===== src/rtl/byte_ring_buffer_line_extractor_core_defines.svh =====
// Assertion macros used by the line extractor datapath.
`ifndef BYTE_RING_BUFFER_LINE_EXTRACTOR_CORE_DEFINES_SVH
`define BYTE_RING_BUFFER_LINE_EXTRACTOR_CORE_DEFINES_SVH

`ifndef NO_ASSERTIONS
// Condition a must be accompanied by condition c in the same cycle.
`define BRB_ASSERT_SAME(label, clk, rst, a, c) \
  label: assert property (@(posedge clk) disable iff (rst) (a) |-> (c)) \
    else $error("same-cycle check failed");
// Condition a must be followed by condition c in the next cycle.
`define BRB_ASSERT_NEXT(label, clk, rst, a, c) \
  label: assert property (@(posedge clk) disable iff (rst) (a) |=> (c)) \
    else $error("next-cycle check failed");
`else
`define BRB_ASSERT_SAME(label, clk, rst, a, c)
`define BRB_ASSERT_NEXT(label, clk, rst, a, c)
`endif

`endif


===== src/rtl/brb_lx_pkg.sv =====
// Package: constants, codes, types and helpers for the line extractor.
`timescale 1ns / 1ps
package brb_lx_pkg;

  localparam int DEPTH = 64;
  localparam int PTR_W = $clog2(DEPTH);
  localparam logic [PTR_W-1:0] PTR_LAST = PTR_W'(DEPTH - 1);

  localparam int BYTE_W = 8;
  localparam int MODE_W = 2;
  localparam int LEN_W  = 6;

  localparam logic [MODE_W-1:0] MODE_PUSH  = 2'd0;
  localparam logic [MODE_W-1:0] MODE_POP   = 2'd1;
  localparam logic [MODE_W-1:0] MODE_CLEAR = 2'd2;

  localparam logic [BYTE_W-1:0] CH_CR  = 8'h0D;
  localparam logic [BYTE_W-1:0] CH_LF  = 8'h0A;
  localparam logic [BYTE_W-1:0] CH_NUL = 8'h00;

  typedef enum logic [3:0] {
    ST_IDLE,
    ST_SKIP_RD,
    ST_SKIP_CHK,
    ST_LINE_RD,
    ST_LINE_CHK,
    ST_TAIL_RD,
    ST_TAIL_CHK,
    ST_EMIT_RD,
    ST_EMIT_OUT,
    ST_MISS
  } state_t;

  // Commands from the controller to the datapath.
  typedef struct packed {
    logic push;        // write byte at write pointer, drop oldest when full
    logic clear;       // empty the ring
    logic scan_start;  // scan pointer takes the read pointer
    logic scan_rd;     // read the store at the scan pointer
    logic scan_adv;    // step the scan pointer
    logic line_first;  // first character of the line sits at the scan pointer
    logic line_inc;    // one more character in the line
    logic emit_start;  // note the new read pointer, rewind to the line start
    logic emit_rd;     // read the store at the emit pointer
    logic emit_load;   // put one character into the output register
    logic miss_load;   // put the not-found item into the output register
  } cmd_t;

  // Status from the datapath to the controller.
  typedef struct packed {
    logic scan_at_end; // scan pointer has reached the write pointer
    logic rd_term;     // registered store data is CR or LF
    logic emit_last;   // the character being emitted is the final one
    logic out_free;    // output register can take an item this cycle
  } status_t;

  function automatic logic [PTR_W-1:0] ptr_adv(input logic [PTR_W-1:0] p);
    ptr_adv = (p == PTR_LAST) ? '0 : p + 1'b1;
  endfunction

  function automatic logic is_term(input logic [BYTE_W-1:0] b);
    is_term = (b == CH_CR) || (b == CH_LF);
  endfunction

endpackage


===== src/rtl/brb_lx_ctrl.sv =====
// Controller: state machine sequencing push, clear and line extraction.
`timescale 1ns / 1ps
module brb_lx_ctrl
  import brb_lx_pkg::*;
(
  input  logic              clk,
  input  logic              rst,
  input  logic              in_valid,
  input  logic [MODE_W-1:0] in_mode,
  output logic              in_ready,
  input  status_t           status,
  output cmd_t              cmd
);

  state_t state;
  state_t state_next;

  always_ff @(posedge clk) begin
    if (rst) begin
      state <= ST_IDLE;
    end else begin
      state <= state_next;
    end
  end

  always_comb begin
    state_next = state;
    cmd        = '0;
    in_ready   = 1'b0;
    case (state)
      ST_IDLE: begin
        in_ready = 1'b1;
        if (in_valid) begin
          case (in_mode)
            MODE_PUSH: begin
              cmd.push = 1'b1;
            end
            MODE_POP: begin
              cmd.scan_start = 1'b1;
              state_next     = ST_SKIP_RD;
            end
            MODE_CLEAR: begin
              cmd.clear = 1'b1;
            end
            default: begin
            end
          endcase
        end
      end
      ST_SKIP_RD: begin
        if (status.scan_at_end) begin
          state_next = ST_MISS;
        end else begin
          cmd.scan_rd = 1'b1;
          state_next  = ST_SKIP_CHK;
        end
      end
      ST_SKIP_CHK: begin
        cmd.scan_adv = 1'b1;
        if (status.rd_term) begin
          state_next = ST_SKIP_RD;
        end else begin
          cmd.line_first = 1'b1;
          state_next     = ST_LINE_RD;
        end
      end
      ST_LINE_RD: begin
        if (status.scan_at_end) begin
          state_next = ST_MISS;
        end else begin
          cmd.scan_rd = 1'b1;
          state_next  = ST_LINE_CHK;
        end
      end
      ST_LINE_CHK: begin
        if (status.rd_term) begin
          cmd.scan_adv = 1'b1;
          state_next   = ST_TAIL_RD;
        end else begin
          cmd.scan_adv = 1'b1;
          cmd.line_inc = 1'b1;
          state_next   = ST_LINE_RD;
        end
      end
      ST_TAIL_RD: begin
        if (status.scan_at_end) begin
          cmd.emit_start = 1'b1;
          state_next     = ST_EMIT_RD;
        end else begin
          cmd.scan_rd = 1'b1;
          state_next  = ST_TAIL_CHK;
        end
      end
      ST_TAIL_CHK: begin
        if (status.rd_term) begin
          cmd.scan_adv = 1'b1;
          state_next   = ST_TAIL_RD;
        end else begin
          cmd.emit_start = 1'b1;
          state_next     = ST_EMIT_RD;
        end
      end
      ST_EMIT_RD: begin
        cmd.emit_rd = 1'b1;
        state_next  = ST_EMIT_OUT;
      end
      ST_EMIT_OUT: begin
        if (status.out_free) begin
          cmd.emit_load = 1'b1;
          state_next    = status.emit_last ? ST_IDLE : ST_EMIT_RD;
        end
      end
      ST_MISS: begin
        if (status.out_free) begin
          cmd.miss_load = 1'b1;
          state_next    = ST_IDLE;
        end
      end
      default: begin
        state_next = ST_IDLE;
      end
    endcase
  end

endmodule


===== src/rtl/brb_lx_dp.sv =====
// Datapath: byte store, ring pointers, line counters and output register.
`timescale 1ns / 1ps
`include "byte_ring_buffer_line_extractor_core_defines.svh"
module brb_lx_dp
  import brb_lx_pkg::*;
(
  input  logic              clk,
  input  logic              rst,
  input  logic [BYTE_W-1:0] in_byte,
  input  cmd_t              cmd,
  output status_t           status,
  output logic              out_valid,
  input  logic              out_ready,
  output logic [BYTE_W-1:0] out_byte,
  output logic              out_last,
  output logic              out_found,
  output logic [LEN_W-1:0]  out_len
);

  logic [BYTE_W-1:0] store [DEPTH];
  logic [BYTE_W-1:0] rdata;
  logic [PTR_W-1:0]  rp;
  logic [PTR_W-1:0]  wp;
  logic [PTR_W-1:0]  wp_next;
  logic [PTR_W-1:0]  scan;
  logic [PTR_W-1:0]  line_start;
  logic [PTR_W-1:0]  emit_ptr;
  logic [PTR_W-1:0]  rp_after;
  logic [LEN_W-1:0]  line_len;
  logic [LEN_W-1:0]  remain;
  logic [PTR_W-1:0]  rd_addr;
  logic              rd_en;

  assign wp_next = ptr_adv(wp);
  assign rd_addr = cmd.emit_rd ? emit_ptr : scan;
  assign rd_en   = cmd.emit_rd | cmd.scan_rd;

  always_ff @(posedge clk) begin
    if (cmd.push) begin
      store[wp] <= in_byte;
    end
    if (rd_en) begin
      rdata <= store[rd_addr];
    end
  end

  // Ring pointers; the read pointer moves only on reset, overflow, clear or a found line.
  always_ff @(posedge clk) begin
    if (rst) begin
      rp <= '0;
      wp <= '0;
    end else if (cmd.clear) begin
      rp <= '0;
      wp <= '0;
    end else if (cmd.push) begin
      wp <= wp_next;
      if (wp_next == rp) begin
        rp <= ptr_adv(rp);
      end
    end else if (cmd.emit_load && status.emit_last) begin
      rp <= rp_after;
    end
  end

  always_ff @(posedge clk) begin
    if (cmd.scan_start) begin
      scan <= rp;
    end else if (cmd.scan_adv) begin
      scan <= ptr_adv(scan);
    end
    if (cmd.line_first) begin
      line_start <= scan;
      line_len   <= LEN_W'(1);
    end else if (cmd.line_inc) begin
      line_len <= line_len + 1'b1;
    end
    if (cmd.emit_start) begin
      rp_after <= scan;
      emit_ptr <= line_start;
      remain   <= line_len;
    end else if (cmd.emit_load) begin
      emit_ptr <= ptr_adv(emit_ptr);
      remain   <= remain - 1'b1;
    end
  end

  assign status.scan_at_end = (scan == wp);
  assign status.rd_term     = is_term(rdata);
  assign status.emit_last   = (remain == LEN_W'(1));
  assign status.out_free    = !out_valid || out_ready;

  always_ff @(posedge clk) begin
    if (rst) begin
      out_valid <= 1'b0;
    end else if (cmd.emit_load || cmd.miss_load) begin
      out_valid <= 1'b1;
    end else if (out_ready) begin
      out_valid <= 1'b0;
    end
  end

  always_ff @(posedge clk) begin
    if (cmd.emit_load) begin
      out_byte  <= rdata;
      out_last  <= status.emit_last;
      out_found <= 1'b1;
      out_len   <= line_len;
    end else if (cmd.miss_load) begin
      out_byte  <= CH_NUL;
      out_last  <= 1'b1;
      out_found <= 1'b0;
      out_len   <= '0;
    end
  end

  `BRB_ASSERT_SAME(a_load_needs_room, clk, rst, cmd.emit_load || cmd.miss_load, status.out_free)
  `BRB_ASSERT_SAME(a_emit_count_live, clk, rst, cmd.emit_load, remain != '0)
  `BRB_ASSERT_NEXT(a_push_not_empty, clk, rst, cmd.push, rp != wp)
  `BRB_ASSERT_SAME(a_wp_in_range, clk, rst, 1'b1, wp <= PTR_LAST && rp <= PTR_LAST)

endmodule


===== src/rtl/byte_ring_buffer_line_extractor_core.sv =====
// Top level: byte ring buffer with line extraction, stream in and stream out.
`timescale 1ns / 1ps
// Push, clear and unused codes complete in their accept cycle; the controller stays idle.
// With one store read port, a pop tests stored bytes in a read state and a check state
// each, emits each character in a read state and an output state, or gives a not-found
// item if the scan meets the write pointer before a terminator; output waits hold it.
// Reset (rst, synchronous, active high) empties the ring; store contents are not cleared.
module byte_ring_buffer_line_extractor_core
  import brb_lx_pkg::*;
(
  input  logic        clk,
  input  logic        rst,
  input  logic        s_tvalid,
  output logic        s_tready,
  input  logic [15:0] s_tdata,   // [1:0] mode, [9:2] byte_in, [15:10] zero
  output logic        m_tvalid,
  input  logic        m_tready,
  output logic [15:0] m_tdata,   // [7:0] line_byte, [13:8] line_length, [15:14] zero
  output logic        m_tlast,   // last_of_line
  output logic [0:0]  m_tuser    // [0] line_found
);

  // Command and status between the sequencer and the datapath.
  cmd_t    cmd;
  status_t status;

  logic [MODE_W-1:0] mode;
  logic [BYTE_W-1:0] byte_in;
  logic [BYTE_W-1:0] line_byte;
  logic [LEN_W-1:0]  line_length;
  logic              line_found;

  assign mode    = s_tdata[MODE_W-1:0];
  assign byte_in = s_tdata[MODE_W+BYTE_W-1:MODE_W];

  // The controller accepts one item at a time and walks the ring for a pop.
  brb_lx_ctrl u_ctrl (
    .clk      (clk),
    .rst      (rst),
    .in_valid (s_tvalid),
    .in_mode  (mode),
    .in_ready (s_tready),
    .status   (status),
    .cmd      (cmd)
  );

  // The datapath holds the store, the pointers and the output register, so a
  // finished item can wait for the consumer while the next push is taken.
  brb_lx_dp u_dp (
    .clk       (clk),
    .rst       (rst),
    .in_byte   (byte_in),
    .cmd       (cmd),
    .status    (status),
    .out_valid (m_tvalid),
    .out_ready (m_tready),
    .out_byte  (line_byte),
    .out_last  (m_tlast),
    .out_found (line_found),
    .out_len   (line_length)
  );

  assign m_tdata = {2'b00, line_length, line_byte};
  assign m_tuser = line_found;

endmodule

===== config.mk =====
export PLATFORM = sky130hd
export DESIGN_NAME = byte_ring_buffer_line_extractor_core
export DESIGN_NICKNAME = d
export VERILOG_FILES = /design/src/rtl/brb_lx_pkg.sv /design/src/rtl/brb_lx_ctrl.sv /design/src/rtl/brb_lx_dp.sv /design/src/rtl/byte_ring_buffer_line_extractor_core.sv
export VERILOG_INCLUDE_DIRS = /design/src /design/src/rtl
export SDC_FILE = /design/constraint.sdc
export NUM_CORES = 1
export LEC_CHECK = 0
export BUFFER_PORTS_ARGS = -buffer_cell sky130_fd_sc_hd__buf_2
export CAP_MARGIN = 10
export CORE_ASPECT_RATIO = 0.75
export CORE_MARGIN = 2
export CORE_UTILIZATION = 60
export DETAILED_ROUTE_END_ITERATION = 8
export GPL_TIMING_DRIVEN = 0
export PLACE_DENSITY = 0.77
export REMOVE_ABC_BUFFERS = 1
export SLEW_MARGIN = 0
export SYNTH_ARGS = -nofsm -noshare
export SYNTH_HDL_FRONTEND = slang
export SYNTH_SLANG_ARGS = --single-unit

===== constraint.sdc =====
create_clock -name clk -period 5.6 [get_ports clk]
set_input_delay 0.28 -clock clk [delete_from_list [all_inputs] [get_ports clk]]
set_output_delay 0.28 -clock clk [all_outputs]
set_load 0.1 [all_outputs]

After elaboration in Yosys (flattened, before gate mapping). Memories as Yosys holds them, arrays and structs flattened. A register that Yosys moved wholly into a read port is not among the register bits. Index checks and enable logic that the tools add are counted.

Flip-flop bits (word level): 69. Memory bits (writable): 512. Output and inout port bits: 20. Logic and storage cells: 119. Memories kept: 1.

Memories: u_dp.store (depth 64, bits a word 8, rd ports 1, clocked after Yosys merged registers in 1, write ports 1, line brb_lx_dp.sv:20) `logic [BYTE_W-1:0] store [DEPTH];`.

Add/subtract/negate cells: 6. Eq/ne operators: 25. Muxes and demuxes: 55. Bitwise logic cells: 1. Reductions and logical operators: 17.

Operator list (count): 6-bit 2-to-1 mux (16); 4-bit one-hot mux with 10 select lines (1); 6-bit by 1-bit adder with 6-bit output (second input constant) (5); 6-bit == test (second input constant) (4); 4-bit 2-to-1 mux (6); 1-bit 2-to-1 mux (22); 4-bit by 3-bit == test with 1-bit output (second input constant) (4); 8-bit by 4-bit == test with 1-bit output (second input constant) (2); 8-bit 2-to-1 mux (2); 6-bit == test (2); 3-bit 2-to-1 mux (4); 2-bit nonzero test (5); 4-bit by 2-bit == test with 1-bit output (second input constant) (2); 4-bit == test (second input constant) (2); 2-bit inequality test (second input constant) (4); 6-bit by 1-bit == test with 1-bit output (second input constant) (1); 6-bit by 1-bit subtractor with 6-bit output (second input constant) (1); 4-bit by 1-bit == test with 1-bit output (second input constant) (1); 4-bit zero test (1); 2-bit 2-to-1 mux (2); 1-bit one-hot mux with 2 select lines (2); 4-bit AND reduction (1); 2-bit OR reduction (2); 1-bit logical OR (3); other kinds (9) (9).

Longest topological paths before layout. Gate-level depths: netlist of run 1.

Word-level depth: 7. Depth in mapped cells: 10. Mapped depth without buffers: 8.

Modules after synthesis. Synthesis of run 1 repeated with hierarchy kept, for this count alone.

Cell total of the unflattened synthesis: 2417. Area total of the unflattened synthesis: 27898.0 um^2.

Modules (own cells, without submodules): brb_lx_dp (times used 1, cells each 2357, area each 27467.6 um^2); brb_lx_ctrl (times used 1, cells each 57, area each 411.6 um^2); byte_ring_buffer_line_extractor_core (times used 1, cells each 3, area each 18.8 um^2).

Worst setup path before layout of run 1. Ideal clock, no wire load.

Kind: register to register. From: register u_ctrl.state[3]. To: memory u_dp.store[54][0], enable pin. Setup time: 0.370 ns. Data arrival time: 5.234 ns. Slack: -0.005 ns. Stages on the path, launching flop included: 6. Buffers on the path: 0. Path through: dfxtp_1 > nor4_1 > nand3_1 > nor2_1 > nand3_1 > nor2_1.

Longest elaborated chain between the ends: 4.

Ends and longest elaborated chain: start: declaration (line brb_lx_ctrl.sv:15) `state_t state;`; start signal: assignment (line brb_lx_ctrl.sv:22) `state <= state_next;`; 4-bit zero test (line brb_lx_ctrl.sv:30) `case (state)`; 3-bit 2-to-1 mux (line brb_lx_ctrl.sv:30); 1-bit 2-to-1 mux (line brb_lx_dp.sv:39) `if (cmd.push) begin`; 1-bit 2-to-1 mux (implied by the code) (line brb_lx_dp.sv:40) `store[wp] <= in_byte;`; end: declaration (line brb_lx_dp.sv:20).

No other way between the ends.

Worst setup path in the final report of run 1.
From: register u_ctrl.state[0]. To: register u_dp.rdata[2] (read register of u_dp.store) (data pin).

Longest elaborated chain between the ends: 4.

Ends and longest elaborated chain: 4-bit by 1-bit == test with 1-bit output (tied with other cells) (line brb_lx_ctrl.sv:30); 3-bit OR reduction (no line); 1-bit 2-to-1 mux; 1-bit OR (line brb_lx_dp.sv:36) `assign rd_en = cmd.emit_rd | cmd.scan_rd;`; end: declaration (line brb_lx_dp.sv:21) `logic [BYTE_W-1:0] rdata;`.

Several ways; a longest one is shown, not always the timed one. A chain may end at the register's enable or synchronous reset.

==> results of run 1 <==
[power by group through the flow]
stage | logic [mW] | registers [mW] | clock network (mW)
after CTS | 0.349 | 4.86 | 3.46
final | 0.367 | 4.85 | 3.43
after global placement | 0.332 | 4.95 | 0
after floorplan | 0.187 | 4.95 | 0
after global routing | 0.391 | 4.85 | 3.64
after detailed placement | 0.346 | 4.95 | 0
[synth_stat cells, types with 7 or more instances]
| cell | count | area [sq um] |
|---|---|---|
| nor4_1 | 12 | 75.07 |
| mux4_2 | 48 | 1081 |
| nand2_1 | 313 | 1175 |
| mux2i_1 | 47 | 470.5 |
| inv_1 | 11 | 41.29 |
| buf_4 | 12 | 90.09 |
| a31oi_1 | 36 | 225.2 |
| dfxtp_1 | 24 | 480.5 |
| xnor2_1 | 11 | 96.34 |
| ha_1 | 7 | 87.58 |
| a22oi_1 | 10 | 75.07 |
| nor2b_1 | 7 | 43.79 |
| a21oi_1 | 31 | 155.2 |
| o21ai_0 | 15 | 75.07 |
| nor2_1 | 112 | 420.4 |
| a32oi_1 | 40 | 350.3 |
| xor2_1 | 14 | 122.6 |
| and2_1 | 18 | 112.6 |
| nand3_1 | 115 | 575.6 |
| edfxtp_1 | 565 | 16970 |
| nand4_1 | 11 | 68.82 |
| o21ai_1 | 9 | 45.04 |
| clkbuf_1 | 38 | 142.6 |
| buf_2 | 33 | 165.2 |
| nor3_1 | 8 | 40.04 |
[metrics by stage]
step / setup WS [ns] / area (sq um) / instances / power, mW
after global routing: 1.186 / 26410 / 2213 / 8.878
after CTS: 1.326 / 26250 / 2204 / 8.670
after global placement: -7.843 / 24300 / 2098 / 5.279
after floorplan: -2.321 / 23500 / 1547 / 5.134
final: 1.364 / 26410 / 2213 / 8.651
after detailed placement: 1.414 / 24640 / 2111 / 5.296
[final timing paths]
path                                 from                           to  slack, ns
min reg2reg   u_dp.out_found$_SDFFE_PP1P_  u_dp.out_found$_SDFFE_PP1P_       0.46
max          u_ctrl.state[0]$_SDFFE_PP0P_      u_dp.rdata[2]$_DFFE_PP_       1.36
max reg2reg  u_ctrl.state[0]$_SDFFE_PP0P_      u_dp.rdata[2]$_DFFE_PP_       1.36
min                              m_tready  u_dp.out_valid$_SDFFE_PP0P_       0.03
[metal layers]
metal | vias up | part of all wire, % | routed length (microns)
li1 | 6242 | - | -
met1 | 7066 | 41 | 22290
met2 | 728 | 46 | 24940
met3 | 98 | 10 | 5651
met4 | 0 | 2.4 | 1311
met5 | - | 0 | 0
[final cells by class]
type	count	area (sq um)
fillers	2593	13010
clock inverters	14	117.6
well taps	520	650.6
multi-input cells	947	6060
repair buffers	54	606.8
flip-flops and latches	589	17450
clock buffers	78	1483
inverters	11	41.29
[what timing repair did]
item,4_1_cts,5_1_grt
hold buffers,1,0
hold endpoints to repair,2,0
buffers inserted,0,0
setup endpoints to repair,0,0
resized for setup,0,0
[worst reg2reg max path: cells and delay by family (launching register included)]
family | cells | cell delay (ns)
flip-flops | 1 | 0.61
AO/OA/AOI/OAI | 2 | 0.51
multiplexers | 1 | 1.16
AND/OR/NAND/NOR | 4 | 1.80
[cell families (layout without fill, tap and decap cells)]
family / Yosys count / after routing / share of synthesized area (%)
buffers and inverters: 100 / 157 / 1.992
multiplexers: 104 / 104 / 6.996
flip-flops: 589 / 589 / 72.91
XOR/XNOR: 25 / 25 / 0.9150
other: 1 / 2 / 0.01567
AND/OR/NAND/NOR: 632 / 632 / 11.63
AO/OA/AOI/OAI: 177 / 177 / 5.176
adder cells (fa/ha/maj): 7 / 7 / 0.3660
==> impl_metrics.tcl, run 1 <==
set metrics [dict create \
    fin_util_pct 67.00 \
    final_hold_viol_count 0 \
    clock_latency_ns 0.58 \
    met3_usage_pct 6.332 \
    layout_common_cells "edfxtp_1 (565), nand2_1 (313), nand3_1 (115)" \
    cts_sinks 589 \
    tightest_slew_ns 1.233 \
    die_h_microns 177.0 \
    critPathKind "flop to flop" \
    finalSetupViolations 0 \
    synth_seq_cells 589 \
    wl_mm 54.19 \
    syn_area_per_cell_sq_um 14.64 \
    drive_gt1_share_pct 11.52 \
    cp_top_family "simple AND/OR/NAND/NOR gates" \
    rsz0062_at_grt "false" \
    core_sq_um 39410 \
    busiest_layer "met2" \
    cts_buffer_depth 3 \
    grt_pass1_wl_mm 82.61 \
    min_path_cells 3 \
    p_clk_share_pct 39.7 \
    cp_max_fo 58 \
    vdd_drop_max_mv 0.3346 \
    yosysUniqueCellTypes 62 \
    dieArea_sq_um 41510 \
    synth_cells 1635 \
    final-max-slew-violation-count 0 \
    largest_register_ffs 512 \
    gp_congestion 0.8424 \
    switching_share_pct 20.69 \
    startpoint_type "flop" \
    combPwrFrac_pct 4.2 \
    hold_class "input port to flop" \
    fin_nets 1683 \
    cp_cell_sequence "nand4b_4, mux2_2, nor2_2, nand3_1, a31oi_1, nor4_1, o221a_1" \
    syn-cell-area_sq_um 23930 \
    yosysSeqAreaShare_pct 72.91 \
    cp_slowest_cell "mux2_2" \
    path_clk_slew_ns 0.06 \
    met1_usage_pct 38.91 \
    synth_edf_count 565 \
    io_pins 40 \
    ant_nets 0 \
    grt_usage_pct 26.28 \
    skew_ns 0.01315 \
    min_period_ns 4.236 \
    p_per_area_nw_per_um2 327.6 \
    p_int_mw 6.861 \
    largestRegisters "u_dp.store (512), u_dp.out_byte (8), u_dp.rdata (8)" \
    vias 14130 \
    initial_utilization_pct 60.72 \
    slew_headroom_pct 17.79 \
    pwr-share-seq_pct 56.1 \
    p_sw_mw 1.790 \
    status "finished, final reports clean" \
    grtUsageMet2_pct 39.78 \
    max_freq_ghz 0.2361 \
    crit_required_ns 6.02 \
    cap_violations 0 \
    holdWs_ns 0.02783 \
    portBuffers 31 \
    cp_data_arrival_time_ns 4.66 \
    top_register "u_dp.store" \
    ys.flop_type "edfxtp_1" \
    worstSetupPathDepth 7 \
    ys_warn_count 0 \
    wl_per_cell_microns 24.49 \
    grt_pass1_vias 13550 \
    layout_commonest_cell "edfxtp_1" \
    placementRows 63 \
    drc 0 \
    area_growth_pct 10.34 \
    drtPass1Iterations 6 \
    setup_tns_ns 0 \
    synth-async-reset-ratio_pct 0 \
    rr_worst_depth 7 \
    fin_crit_sh_pct 75.64 \
    cts_tree "done" \
    num_antenna_cells 0 \
    cts_made_buffers 53 \
    end_kind "flop" \
    cts_max_level 2 \
    grt.overflow.total 0 \
    die_w_microns 234.6 \
    grt_start_max_net_pins 99 \
    root_buffer "clkbuf_16" \
    drt-initial-drc-count 2018 \
    antenna_found_initial 0 \
    crit_path_max_incr_delay_ns 1.16 \
    critPathBufInv 0 \
    vias_per_cell 6.387 \
    dp_hpwl_mm 32.52 \
    leakagePower_nw 8.674 \
]
(Power assumes the default switching activity.)
==> run 2, diff against run 1 <==
clock period = 3.9 ns   (was 5.6 ns; I/O delays follow)
==> impl_metrics.tcl, run 2 (synthesized netlist as in run 1, its figures left out) <==
set metrics [dict create \
    status "finished, final reports clean" \
    cts_buffer_depth 3 \
    area_growth_pct 11.22 \
    die_w_microns 234.6 \
    die_h_microns 177.0 \
    slew_headroom_pct 16.69 \
    cts_tree "done" \
    cp_max_fo 13 \
    postPlaceCellArea_sq_um 24640 \
    final_area_sq_um 26610 \
    p_clk_share_pct 39.7 \
    cp_slowest_cell "nor2_1" \
    layout_common_cells "edfxtp_1 (565), nand2_1 (313), nand3_1 (113)" \
    cp_top_family "simple AND/OR/NAND/NOR gates" \
    vdd_drop_max_mv 0.4783 \
    grt_pass1_vias 13580 \
    largestRegisters "u_dp.store (512), u_dp.out_byte (8), u_dp.rdata (8)" \
    p_int_mw 9.857 \
    wl_per_cell_microns 24.81 \
    p_sw_mw 2.584 \
    critPathKind "flop to flop" \
    cap_violations 0 \
    min_period_ns 3.791 \
    finalSetupViolations 0 \
    crit_required_ns 4.11 \
    initial_utilization_pct 60.72 \
    critPathBufInv 0 \
    cts_made_buffers 53 \
    cts_max_level 2 \
    drc 0 \
    dp_hpwl_mm 32.52 \
    p_per_area_nw_per_um2 467.4 \
    drtPass1Iterations 6 \
    antenna_found_initial 0 \
    leakagePower_nw 8.718 \
    clock_latency_ns 0.58 \
    finalPower_mw 12.44 \
    num_antenna_cells 0 \
    fin_crit_sh_pct 97.20 \
    max_freq_ghz 0.2638 \
    met1_usage_pct 39.11 \
    final_hold_viol_count 0 \
    startpoint_type "flop" \
    rsz0062_at_grt "true" \
    dieArea_sq_um 41510 \
    setup_slack_ns 0.1092 \
    path_clk_slew_ns 0.06 \
    tightest_slew_ns 1.250 \
    layout_commonest_cell "edfxtp_1" \
    busiest_layer "met2" \
    top_register "u_dp.store" \
    portBuffers 31 \
    end_kind "flop" \
    cp_cell_sequence "nor4_1, and3_1, nand3_1, nor2_1" \
    grt_usage_pct 26.29 \
    grtUsageMet2_pct 39.66 \
    vias_per_cell 6.420 \
    grt_start_max_net_pins 99 \
    vias 14270 \
    combPwrFrac_pct 4.3 \
    io_pins 40 \
    fin_util_pct 67.53 \
    holdWs_ns 0.02842 \
    skew_ns 0.01211 \
    pwr-share-seq_pct 56.0 \
    wl_mm 55.13 \
    met3_usage_pct 6.129 \
    gp_congestion 0.8424 \
    cts_sinks 589 \
    grt_pass1_wl_mm 82.64 \
    cp_data_arrival_time_ns 4.00 \
    placementRows 63 \
    grt.overflow.total 0 \
    hold_class "input port to flop" \
    root_buffer "clkbuf_16" \
    drt-initial-drc-count 2172 \
    crit_path_max_incr_delay_ns 0.92 \
    core_sq_um 39410 \
    drive_gt1_share_pct 13.75 \
    fin_nets 1692 \
    post-place-ws_ns -0.2859 \
    final-max-slew-violation-count 0 \
    largest_register_ffs 512 \
    ant_nets 0 \
    switching_share_pct 20.77 \
]
==> run 2: cell count changes in the layout (fill, tap and decap cells not counted), sizes merged <==
| cell | before | now |
|---|---|---|
| buf | 52 | 56 |
| dlygate4sd3 | 1 | 4 |
| mux2 | 7 | 8 |
| mux2i | 49 | 50 |
==> run 2: per-layer routing <==
metal / share of wire [%] / up-vias / wire length (microns)
met5: 0 / - / 0
met4: 2.5 / 0 / 1396
met3: 10 / 106 / 5662
met2: 46 / 775 / 25490
met1: 41 / 7122 / 22580
li1: - / 6263 / -
==> run 2: layout make-up <==
class / count / area (sq um)
fillers: 2576 / 12800
inverters: 11 / 41.29
flip-flops and latches: 589 / 17450
multi-input cells: 949 / 6208
well taps: 520 / 650.6
clock inverters: 14 / 117.6
clock buffers: 78 / 1483
repair buffers: 61 / 666.9
==> run 2: timing repair <==
action,in CTS,in global routing
gates resized for setup,4,36
pin swaps,0,1
cloned,0,2
setup endpoints to repair,24,304
buffers inserted,1,3
endpoints found under the hold margin,6,0
hold buffers,4,0
==> run 2: worst min-delay path, delay by kind of cell <==
family,cells,cell delay (ns)
AO/OA/AOI/OAI,3,0.27
buffers and inverters,1,0.10
==> run 2: worst paths after layout <==
kind / end / start / cells past startpoint / slack, ns
worst max-delay path: u_dp.store[25][4]$_DFFE_PP_ / u_ctrl.state[0]$_SDFFE_PP0P_ / 4 / 0.11
worst min-delay path: u_dp.rp[2]$_SDFFE_PP0P_ / s_tdata[1] / 4 / 0.03
worst max register to register: u_dp.store[25][4]$_DFFE_PP_ / u_ctrl.state[0]$_SDFFE_PP0P_ / 4 / 0.11
worst min register to register: u_dp.out_found$_SDFFE_PP1P_ / u_dp.out_found$_SDFFE_PP1P_ / 1 / 0.46
==> run 2: power by group through the flow <==
stage	clock [mW]	combinational, mW	sequential, mW
finish	4.94	0.536	6.97
global placement	0	0.477	7.10
global route	5.22	0.569	6.97
floorplan	0	0.269	7.10
detailed placement	0	0.497	7.11
CTS	4.98	0.506	6.97
==> run 2: through the flow <==
step / setup TNS, ns / std cells
finish: 0 / 2222
global route: -10.81 / 2222
CTS: -0.2538 / 2208
detailed placement: -2.152 / 2111
global placement: -79.96 / 2098
floorplan: -983.42 / 1547
